**config.mk**
```make
export PLATFORM = sky130hd
export DESIGN_NAME = hsl_lightness_saturation_adjust_unit
export DESIGN_NICKNAME = d
export VERILOG_FILES = /design/src/design/hlsa_pkg.sv /design/src/design/hsl_lightness_saturation_adjust_unit.sv
export SDC_FILE = /design/constraint.sdc
export NUM_CORES = 2
export LEC_CHECK = 0
export ABC_AREA = 1
export BUFFER_PORTS_ARGS = -buffer_cell sky130_fd_sc_hd__buf_2
export CAP_MARGIN = 20
export CELL_PAD_IN_SITES_DETAIL_PLACEMENT = 1
export CELL_PAD_IN_SITES_GLOBAL_PLACEMENT = 1
export CORE_MARGIN = 1.5
export CORE_UTILIZATION = 40
export CTS_CLUSTER_SIZE = 20
export DETAILED_ROUTE_END_ITERATION = 12
export GPL_TIMING_DRIVEN = 0
export PLACE_DENSITY = 0.78
export SETUP_SLACK_MARGIN = 0.15
export SYNTH_ARGS = -nofsm -noshare
export SYNTH_HDL_FRONTEND = slang
export SYNTH_SLANG_ARGS = --single-unit
```
**constraint.sdc**
```tcl
create_clock -name clk -period 39.8 [get_ports clk]
set_input_delay 1.99 -clock clk [delete_from_list [all_inputs] [get_ports clk]]
set_output_delay 1.99 -clock clk [all_outputs]
set_load 0.01 [all_outputs]
```
**src/design/hlsa_pkg.sv**
```systemverilog
// ----------------------------------------------------------------------------
// HSL adjust package
// Shared constants, codes and a small helper for the lightness/saturation
// adjust pipeline.
// ----------------------------------------------------------------------------
`default_nettype none

package hlsa_pkg;

	localparam int unsigned PIX_W  = 8;
	localparam int unsigned HUE_W  = 9;
	localparam int unsigned IDX_W  = 8;

	// configuration register indexes
	localparam logic [IDX_W-1:0] CFG_AMOUNT = 8'd0;
	localparam logic [IDX_W-1:0] CFG_TARGET = 8'd1;

	localparam logic TARGET_LIGHT = 1'b0;
	localparam logic TARGET_SAT   = 1'b1;

	// reciprocals: x/100 = (x*RECIP_100)>>22 for x < 43690,
	// x/60 = (x*RECIP_60)>>20 for x < 23831
	localparam logic [15:0] RECIP_100 = 16'd41944;
	localparam int unsigned SHIFT_100 = 22;
	localparam logic [14:0] RECIP_60  = 15'd17477;
	localparam int unsigned SHIFT_60  = 20;

	typedef enum logic [2:0] {
		SEXT_RG = 3'd0,
		SEXT_GR = 3'd1,
		SEXT_GB = 3'd2,
		SEXT_BG = 3'd3,
		SEXT_BR = 3'd4,
		SEXT_RB = 3'd5
	} sext_t;

	// 255 - |2l - 255|
	function automatic logic [PIX_W-1:0] spread(input logic [PIX_W-1:0] l);
		logic [PIX_W-1:0] r;
		if (l[7]) begin
			r = 8'(9'd510 - {l, 1'b0});
		end else begin
			r = {l[6:0], 1'b0};
		end
		return r;
	endfunction

endpackage

`default_nettype wire

```
**src/design/hsl_lightness_saturation_adjust_unit.sv**
```systemverilog
// ----------------------------------------------------------------------------
// HSL lightness / saturation adjust unit
// Converts each RGB pixel to integer HSL, moves lightness or saturation by
// a signed percentage and converts back to RGB.
// ----------------------------------------------------------------------------
// Usage:
//   Pixels enter on in_valid/in_stall with red_in, green_in, blue_in and leave
//   on out_valid/out_stall with red_out, green_out, blue_out. A transfer
//   happens on a rising edge with valid high and stall low.
//   An input transfer reaches out_valid through the nine pipeline stages;
//   one pixel is taken every cycle while the output is not stalled. The
//   pipeline's two dividers are unrolled restoring dividers spread over
//   stages two to four.
//   A stall on the output with a valid result holds the whole pipeline and
//   raises in_stall in the same cycle; nothing is lost or repeated.
//   Registers (cfg_valid/cfg_ready, always ready): index 0 is the signed
//   amount (-100..100, zero gives pass-through), index 1 selects lightness
//   (0) or saturation (1). Write them only while the pipeline is empty.
//   Reset clears all valid bits and both registers.
// ----------------------------------------------------------------------------
`default_nettype none

module hsl_lightness_saturation_adjust_unit (
	input  wire logic                        clk,
	input  wire logic                        arst_n,
	input  wire logic                        in_valid,
	output logic                             in_stall,
	input  wire logic [hlsa_pkg::PIX_W-1:0]  red_in,
	input  wire logic [hlsa_pkg::PIX_W-1:0]  green_in,
	input  wire logic [hlsa_pkg::PIX_W-1:0]  blue_in,
	output logic                             out_valid,
	input  wire logic                        out_stall,
	output logic [hlsa_pkg::PIX_W-1:0]       red_out,
	output logic [hlsa_pkg::PIX_W-1:0]       green_out,
	output logic [hlsa_pkg::PIX_W-1:0]       blue_out,
	input  wire logic                        cfg_valid,
	output logic                             cfg_ready,
	input  wire logic [hlsa_pkg::IDX_W-1:0]  cfg_index,
	input  wire logic [7:0]                  cfg_data
);
	import hlsa_pkg::*;

	logic signed [7:0] amount_q;
	logic              target_q;
	logic              adv;
	logic [8:0]        v_q;

	// pixel carried for pass-through
	logic [23:0] rgb_s1, rgb_s2, rgb_s3, rgb_s4, rgb_s5, rgb_s6, rgb_s7, rgb_s8;

	// stage 1
	logic [7:0] r_s1, d_s1, l_s1;
	logic       grey_s1, neg_s1;
	logic [8:0] base_s1;
	// stage 2/3
	logic [13:0] rem1_s2, rem1_s3;
	logic [5:0]  q1_s2, q1_s3;
	logic [15:0] rem2_s2, rem2_s3;
	logic [7:0]  q2_s2, q2_s3;
	logic [7:0]  r_s2, r_s3, sp_s2, sp_s3, l_s2, l_s3;
	logic        over_s2, over_s3, grey_s2, grey_s3, neg_s2, neg_s3;
	logic [8:0]  base_s2, base_s3;
	// stage 4..9
	logic [8:0]  h_s4, h_s5, h_s6, h_s7;
	logic [7:0]  l_s4, s_s4, l_s5, s_s5, p_s5, l_s6, s_s6, l_s7;
	logic [15:0] x_s5, prod_s7;
	logic        pos_s5, kill_s5;
	logic [7:0]  lo_s8, span_s8;
	logic [13:0] pk_s8;
	sext_t       sext_s8;
	logic [7:0]  red_s9, green_s9, blue_s9;

	assign adv       = !(v_q[8] && out_stall);
	assign in_stall  = !adv;
	assign cfg_ready = 1'b1;
	assign out_valid = v_q[8];
	assign red_out   = red_s9;
	assign green_out = green_s9;
	assign blue_out  = blue_s9;

	always_ff @(posedge clk or negedge arst_n) begin
		if (!arst_n) begin
			amount_q <= '0;
			target_q <= TARGET_LIGHT;
		end else if (cfg_valid) begin
			if (cfg_index == CFG_AMOUNT) begin
				amount_q <= cfg_data;
			end else if (cfg_index == CFG_TARGET) begin
				target_q <= cfg_data[0];
			end
		end
	end

	always_ff @(posedge clk or negedge arst_n) begin
		if (!arst_n) begin
			v_q <= '0;
		end else if (adv) begin
			v_q <= {v_q[7:0], in_valid};
		end
	end

	// ---- stage 1: sort channels, sextant base, lightness
	logic [7:0] mx_c, md_c, mn_c;
	logic [8:0] base_c;
	logic       neg_c;
	logic [8:0] sum_c;

	always_comb begin
		if (red_in >= green_in && green_in >= blue_in) begin
			mx_c = red_in;   md_c = green_in; mn_c = blue_in;  base_c = 9'd0;   neg_c = 1'b0;
		end else if (green_in > red_in && red_in >= blue_in) begin
			mx_c = green_in; md_c = red_in;   mn_c = blue_in;  base_c = 9'd120; neg_c = 1'b1;
		end else if (green_in >= blue_in && blue_in > red_in) begin
			mx_c = green_in; md_c = blue_in;  mn_c = red_in;   base_c = 9'd120; neg_c = 1'b0;
		end else if (blue_in > green_in && green_in > red_in) begin
			mx_c = blue_in;  md_c = green_in; mn_c = red_in;   base_c = 9'd240; neg_c = 1'b1;
		end else if (blue_in >= red_in && red_in >= green_in) begin
			mx_c = blue_in;  md_c = red_in;   mn_c = green_in; base_c = 9'd240; neg_c = 1'b0;
		end else begin
			mx_c = red_in;   md_c = blue_in;  mn_c = green_in; base_c = 9'd360; neg_c = 1'b1;
		end
		sum_c = {1'b0, mx_c} + {1'b0, mn_c};
	end

	always_ff @(posedge clk) begin
		if (adv) begin
			rgb_s1  <= {red_in, green_in, blue_in};
			r_s1    <= mx_c - mn_c;
			d_s1    <= md_c - mn_c;
			l_s1    <= sum_c[8:1];
			grey_s1 <= (mx_c == mn_c);
			base_s1 <= base_c;
			neg_s1  <= neg_c;
		end
	end

	// ---- stage 2: dividend set-up, hue quotient bits 5..4, saturation bits 7..6
	logic [13:0] n1_c, rem1_c2;
	logic [15:0] n2_c, rem2_c2;
	logic [7:0]  sp_c;
	logic [5:0]  q1_c2;
	logic [7:0]  q2_c2;

	always_comb begin
		n1_c  = 14'(d_s1) * 14'd60;
		n2_c  = 16'(r_s1) * 16'd255;
		sp_c  = spread(l_s1);
		rem1_c2 = n1_c;
		q1_c2   = '0;
		for (int i = 5; i >= 4; i--) begin
			if (rem1_c2 >= (14'(r_s1) << i)) begin
				rem1_c2  = rem1_c2 - (14'(r_s1) << i);
				q1_c2[i] = 1'b1;
			end
		end
		rem2_c2 = n2_c;
		q2_c2   = '0;
		for (int i = 7; i >= 6; i--) begin
			if (rem2_c2 >= (16'(sp_c) << i)) begin
				rem2_c2  = rem2_c2 - (16'(sp_c) << i);
				q2_c2[i] = 1'b1;
			end
		end
	end

	always_ff @(posedge clk) begin
		if (adv) begin
			rgb_s2  <= rgb_s1;
			rem1_s2 <= rem1_c2;
			q1_s2   <= q1_c2;
			rem2_s2 <= rem2_c2;
			q2_s2   <= q2_c2;
			over_s2 <= (n2_c[15:8] >= sp_c);
			r_s2    <= r_s1;
			sp_s2   <= sp_c;
			l_s2    <= l_s1;
			grey_s2 <= grey_s1;
			base_s2 <= base_s1;
			neg_s2  <= neg_s1;
		end
	end

	// ---- stage 3: hue bits 3..1, saturation bits 5..3
	logic [13:0] rem1_c3;
	logic [15:0] rem2_c3;
	logic [5:0]  q1_c3;
	logic [7:0]  q2_c3;

	always_comb begin
		rem1_c3 = rem1_s2;
		q1_c3   = q1_s2;
		for (int i = 3; i >= 1; i--) begin
			if (rem1_c3 >= (14'(r_s2) << i)) begin
				rem1_c3  = rem1_c3 - (14'(r_s2) << i);
				q1_c3[i] = 1'b1;
			end
		end
		rem2_c3 = rem2_s2;
		q2_c3   = q2_s2;
		for (int i = 5; i >= 3; i--) begin
			if (rem2_c3 >= (16'(sp_s2) << i)) begin
				rem2_c3  = rem2_c3 - (16'(sp_s2) << i);
				q2_c3[i] = 1'b1;
			end
		end
	end

	always_ff @(posedge clk) begin
		if (adv) begin
			rgb_s3  <= rgb_s2;
			rem1_s3 <= rem1_c3;
			q1_s3   <= q1_c3;
			rem2_s3 <= rem2_c3;
			q2_s3   <= q2_c3;
			over_s3 <= over_s2;
			r_s3    <= r_s2;
			sp_s3   <= sp_s2;
			l_s3    <= l_s2;
			grey_s3 <= grey_s2;
			base_s3 <= base_s2;
			neg_s3  <= neg_s2;
		end
	end

	// ---- stage 4: last quotient bits, hue and saturation
	logic [15:0] rem2_c4;
	logic [5:0]  q1_c4;
	logic [7:0]  q2_c4;
	logic [8:0]  h_c;
	logic [7:0]  s_c;

	always_comb begin
		q1_c4 = q1_s3;
		if (rem1_s3 >= 14'(r_s3)) begin
			q1_c4[0] = 1'b1;
		end
		rem2_c4 = rem2_s3;
		q2_c4   = q2_s3;
		for (int i = 2; i >= 0; i--) begin
			if (rem2_c4 >= (16'(sp_s3) << i)) begin
				rem2_c4  = rem2_c4 - (16'(sp_s3) << i);
				q2_c4[i] = 1'b1;
			end
		end
		if (grey_s3) begin
			h_c = '0;
		end else if (neg_s3) begin
			h_c = base_s3 - 9'(q1_c4);
		end else begin
			h_c = base_s3 + 9'(q1_c4);
		end
		if (grey_s3 || l_s3 == 8'd0) begin
			s_c = '0;
		end else if (over_s3) begin
			s_c = 8'd255;
		end else begin
			s_c = q2_c4;
		end
	end

	always_ff @(posedge clk) begin
		if (adv) begin
			rgb_s4 <= rgb_s3;
			h_s4   <= h_c;
			l_s4   <= l_s3;
			s_s4   <= s_c;
		end
	end

	// ---- stage 5: percentage product
	logic [7:0]        p_c;
	logic signed [8:0] f_c;
	logic              pos_c;

	always_comb begin
		p_c   = (target_q == TARGET_SAT) ? s_s4 : l_s4;
		pos_c = (amount_q > 8'sd0);
		f_c   = 9'sd100 + 9'(amount_q);
	end

	always_ff @(posedge clk) begin
		if (adv) begin
			rgb_s5  <= rgb_s4;
			h_s5    <= h_s4;
			l_s5    <= l_s4;
			s_s5    <= s_s4;
			p_s5    <= p_c;
			pos_s5  <= pos_c;
			kill_s5 <= !pos_c && (f_c <= 9'sd0);
			if (pos_c) begin
				x_s5 <= 16'(8'd255 - p_c) * 16'(amount_q[6:0]);
			end else begin
				x_s5 <= 16'(p_c) * 16'(f_c[7:0]);
			end
		end
	end

	// ---- stage 6: divide by 100 and clamp
	logic [31:0] qm_c;
	logic [9:0]  sum6_c;
	logic [7:0]  res_c;

	always_comb begin
		qm_c   = 32'(x_s5) * 32'(RECIP_100);
		sum6_c = 10'(p_s5) + 10'(qm_c[31:SHIFT_100]);
		if (pos_s5) begin
			res_c = (sum6_c > 10'd255) ? 8'd255 : sum6_c[7:0];
		end else if (kill_s5) begin
			res_c = '0;
		end else begin
			res_c = 8'(qm_c[31:SHIFT_100]);
		end
	end

	always_ff @(posedge clk) begin
		if (adv) begin
			rgb_s6 <= rgb_s5;
			h_s6   <= h_s5;
			l_s6   <= (target_q == TARGET_LIGHT) ? res_c : l_s5;
			s_s6   <= (target_q == TARGET_SAT) ? res_c : s_s5;
		end
	end

	// ---- stage 7: saturation times spread
	always_ff @(posedge clk) begin
		if (adv) begin
			rgb_s7  <= rgb_s6;
			h_s7    <= h_s6;
			l_s7    <= l_s6;
			prod_s7 <= 16'(s_s6) * 16'(spread(l_s6));
		end
	end

	// ---- stage 8: span, low channel, sextant distance
	logic [16:0] d255_c;
	logic [7:0]  span_c;
	logic [8:0]  half_c;
	logic [5:0]  k_c;
	sext_t       sext_c;

	always_comb begin
		d255_c = 17'(prod_s7) + 17'(prod_s7[15:8]) + 17'd1;
		span_c = d255_c[15:8];
		half_c = (9'(span_c) + 9'd1) >> 1;
		if (h_s7 < 9'd60) begin
			sext_c = SEXT_RG; k_c = 6'(h_s7);
		end else if (h_s7 < 9'd120) begin
			sext_c = SEXT_GR; k_c = 6'(9'd120 - h_s7);
		end else if (h_s7 < 9'd180) begin
			sext_c = SEXT_GB; k_c = 6'(h_s7 - 9'd120);
		end else if (h_s7 < 9'd240) begin
			sext_c = SEXT_BG; k_c = 6'(9'd240 - h_s7);
		end else if (h_s7 < 9'd300) begin
			sext_c = SEXT_BR; k_c = 6'(h_s7 - 9'd240);
		end else begin
			sext_c = SEXT_RB; k_c = 6'(9'd360 - h_s7);
		end
	end

	always_ff @(posedge clk) begin
		if (adv) begin
			rgb_s8  <= rgb_s7;
			span_s8 <= span_c;
			lo_s8   <= 8'(9'(l_s7) - half_c);
			pk_s8   <= 14'(span_c) * 14'(k_c);
			sext_s8 <= sext_c;
		end
	end

	// ---- stage 9: rebuild channels
	logic [28:0] mq_c;
	logic [8:0]  top_w, mid_w;
	logic [7:0]  top_c, mid_c, bot_c;

	always_comb begin
		mq_c  = 29'(pk_s8) * 29'(RECIP_60);
		top_w = 9'(lo_s8) + 9'(span_s8);
		mid_w = 9'(lo_s8) + 9'(mq_c[28:SHIFT_60]);
		top_c = top_w[8] ? 8'd255 : top_w[7:0];
		mid_c = mid_w[8] ? 8'd255 : mid_w[7:0];
		bot_c = lo_s8;
	end

	always_ff @(posedge clk) begin
		if (adv) begin
			if (amount_q == 8'sd0) begin
				{red_s9, green_s9, blue_s9} <= rgb_s8;
			end else begin
				case (sext_s8)
					SEXT_RG: begin red_s9 <= top_c; green_s9 <= mid_c; blue_s9 <= bot_c; end
					SEXT_GR: begin red_s9 <= mid_c; green_s9 <= top_c; blue_s9 <= bot_c; end
					SEXT_GB: begin red_s9 <= bot_c; green_s9 <= top_c; blue_s9 <= mid_c; end
					SEXT_BG: begin red_s9 <= bot_c; green_s9 <= mid_c; blue_s9 <= top_c; end
					SEXT_BR: begin red_s9 <= mid_c; green_s9 <= bot_c; blue_s9 <= top_c; end
					default: begin red_s9 <= top_c; green_s9 <= bot_c; blue_s9 <= mid_c; end
				endcase
			end
		end
	end

endmodule

`default_nettype wire
```
==> reports/results.tsv <==
metric	value	unit
run status	finished clean	
H-tree depth reported by CTS	2	
wirelength, routed	114.0	mm
total overflow reported by the global router	0	
startpoint-to-endpoint class of the critical path	reg -> reg	
Area growth syn-to-layout	9.799	%
Worst setup EP type	flip-flop	
weighted congestion at the end of routability-driven global placement	0.8827	
Longest Clk Path Bufs	3	
Total Nets Final	5849	
antenna diode count	0	
Worst path top cell family by delay	adder cells	
die footprint	116000	um2
critical path data arrival time	9390	ps
first-iteration detailed-routing DRC count	1612	
share of post-route cells with drive strength above 1	6.402	%
Slowest cell on crit path	fa_1	
Post-CTS Hold Buffers	0	
clock tree from TritonCTS	built	
Clock transition at path regs	70	ps
Required @ worst endpoint	40180	ps
Warnings, synthesis	0	
worst-case headroom to the max-slew limit	37.24	%
top library cells by usage in the layout, fill and taps aside	nand2_1, inv_1, ha_1, edfxtp_1, nor2_1	
vertical die dimension	340.6	um
wire per inst	17.58	um
via count normalized by instance count	5.152	
Final setup violation count	0	
maximum frequency from static timing analysis	0.1109	GHz
Cell Rows	123	
sequential share of the synthesized area	36.83	%
number of register bits inferred by synthesis	562	
gate count of the mapped netlist	4799	
post-synth cell types	65	
kind of path behind the tightest hold check	reg -> reg	
maximum single-stage delay on the critical path	580	ps
Buffers on Ports	70	
total routing resource utilization after global routing	19.79	%
Worst Skew	37.47	ps
combined buffer and inverter count along the critical path	7	
starting utilization of the core area	40.41	%
number of enable flip-flop cells after synthesis	544	
Resize count post-CTS	0	
final total negative setup slack	0	ps
portion of the clock cycle consumed by the worst path in the final layout	22.65	%
min cycle time layout	9015	ps
number of nets with antenna violations after detailed routing	0	
nature of the critical path startpoint	flip-flop	
total number of vias	33400	
antenna violations before repair	0	
crit path max fanout	10	
synthesized cell area	45580	um2
post-synth net total	5712	
via count of the first global-routing pass	36630	
horizontal die dimension	340.6	um
max-slew violation count	0	
CTS root buf	clkbuf_16	
fill cell total of the finished layout	12910	
leading register cell type out of synthesis	edfxtp_1	
fraction of synthesis flops using an asynchronous set or reset pin	3.203	%
top-level port count	72	
wire length of the first global-routing pass	187.3	mm
Num Clock Sinks	562	
drt drc	0	
number of buffers created by CTS	57	
max cap viols	0	
total core area	112800	um2
Top cell by count, worst path	inv_1	
clock latency on the worst-skew pair	660	ps
RSZ-0062 raised after global routing	false	
total count of hold-check failures in the final report	0	
most frequent standard cell in the layout excluding fill and tap cells	nand2_1	
Tightest Pin Transition	934.6	ps
maximum number of pins on one net before global-route repair	73	
average instance area after synthesis	9.498	um2
Post CTS Setup Buffer Count	0	
count of TritonRoute iterations in the first routing pass	5	
final HPWL from detailed placement	91.21	mm
==> flip-flops by register name, indices dropped and copies added (netlist names), 12 cells and up <==
register,count
rem2_s2,16
x_s5,16
rem1_s3,13
rgb_s8,24
rem1_s2,12
rgb_s2,24
rgb_s1,24
rgb_s6,24
prod_s7,15
pk_s8,14
rgb_s5,24
rgb_s7,24
rgb_s4,24
rem2_s3,16
rgb_s3,24
==> per-stage QoR <==
step | hold WS, ps | std cells | cell area (um2) | setup slack [ps] | util [%]
floorplan | 400.3 | 4799 | 45580 | 21640 | -
CTS | 415.0 | 6483 | 50050 | 30690 | 44.37
global route | 423.8 | 6483 | 50050 | 30030 | 44.37
finish | 405.3 | 6483 | 50050 | 30780 | 44.37
global placement | 400.2 | 6369 | 47810 | 15770 | 42.38
detailed placement | 405.2 | 6377 | 48030 | 30720 | 42.57
==> final cells by class <==
type	count	area, um2	area share (%)
sequential	562	16790	33.54
inverter	855	3212	6.417
timing repair buffer	78	563.0	1.125
buffer	42	220.2	0.4400
clock buffer	58	1430	2.857
tap	1500	1877	3.750
clock inverter	48	593.1	1.185
multi-input combinational	3340	25370	50.69
==> per-layer routing <==
metal  share of wire, %  routed length [um]  GRT usage (%)
met4                3.4                3911          7.139
met5                  0                   0              0
met1                 43               48510          24.04
met2                 51               58560          36.36
met3                2.6                2991          1.749
==> cells by family after synthesis <==
group	count (synthesis)	synth area share, %
adders and majority gates	868	28.40
muxes	1	0.02196
and+or+nand+nor	1595	15.14
xor gates and xnor gates	187	3.651
AOI/OAI and AO/OA	688	8.427
buffers and inverters	897	7.521
DFF	562	36.83
other	1	0.008227
==> Yosys cell counts, types with 17 or more instances <==
cell / number / share of area [%]
nand4_1: 44 / 0.60
a21oi_1: 282 / 3.1
xor2_1: 123 / 2.4
a31oi_1: 24 / 0.33
nand2_4: 18 / 0.44
or2_2: 27 / 0.37
ha_1: 590 / 16
o21bai_1: 25 / 0.41
xnor2_1: 62 / 1.2
dfrtp_1: 18 / 0.99
nor2_1: 387 / 3.2
nand2_1: 849 / 7.0
inv_1: 834 / 6.9
o22ai_1: 17 / 0.23
edfxtp_1: 544 / 36
fa_1: 278 / 12
clkbuf_1: 33 / 0.27
o21ai_0: 230 / 2.5
nand3_1: 147 / 1.6
nand2_2: 22 / 0.30
nor3_1: 37 / 0.41
==> worst paths after layout <==
check | from | to | slack (ps) | depth (start not counted)
setup reg to reg | r_s1[5] | rem2_s2[7] | 30780 | 38
setup / recovery | r_s1[5] | rem2_s2[7] | 30780 | 38
min in group asynchronous | arst_n | v_q[1] | 1290 | 1
hold / removal | h_s4[1] | h_s5[1] | 410 | 0
hold reg to reg | h_s4[1] | h_s5[1] | 410 | 0
max in group asynchronous | arst_n | amount_q[1] | 38210 | 1
==> worst reg2reg max path, delay by kind of cell, from the launching register on <==
family	cells	cell delay, ps
buf+inv	7	910
flops	1	500
compound gates	12	1960
fa+ha+maj	7	3170
xor+xnor	1	160
simple gates	11	2000
Power is left out: the tool's default activity adds up to more than one toggle a clock period on the data nets, which glitch-free logic cannot reach.
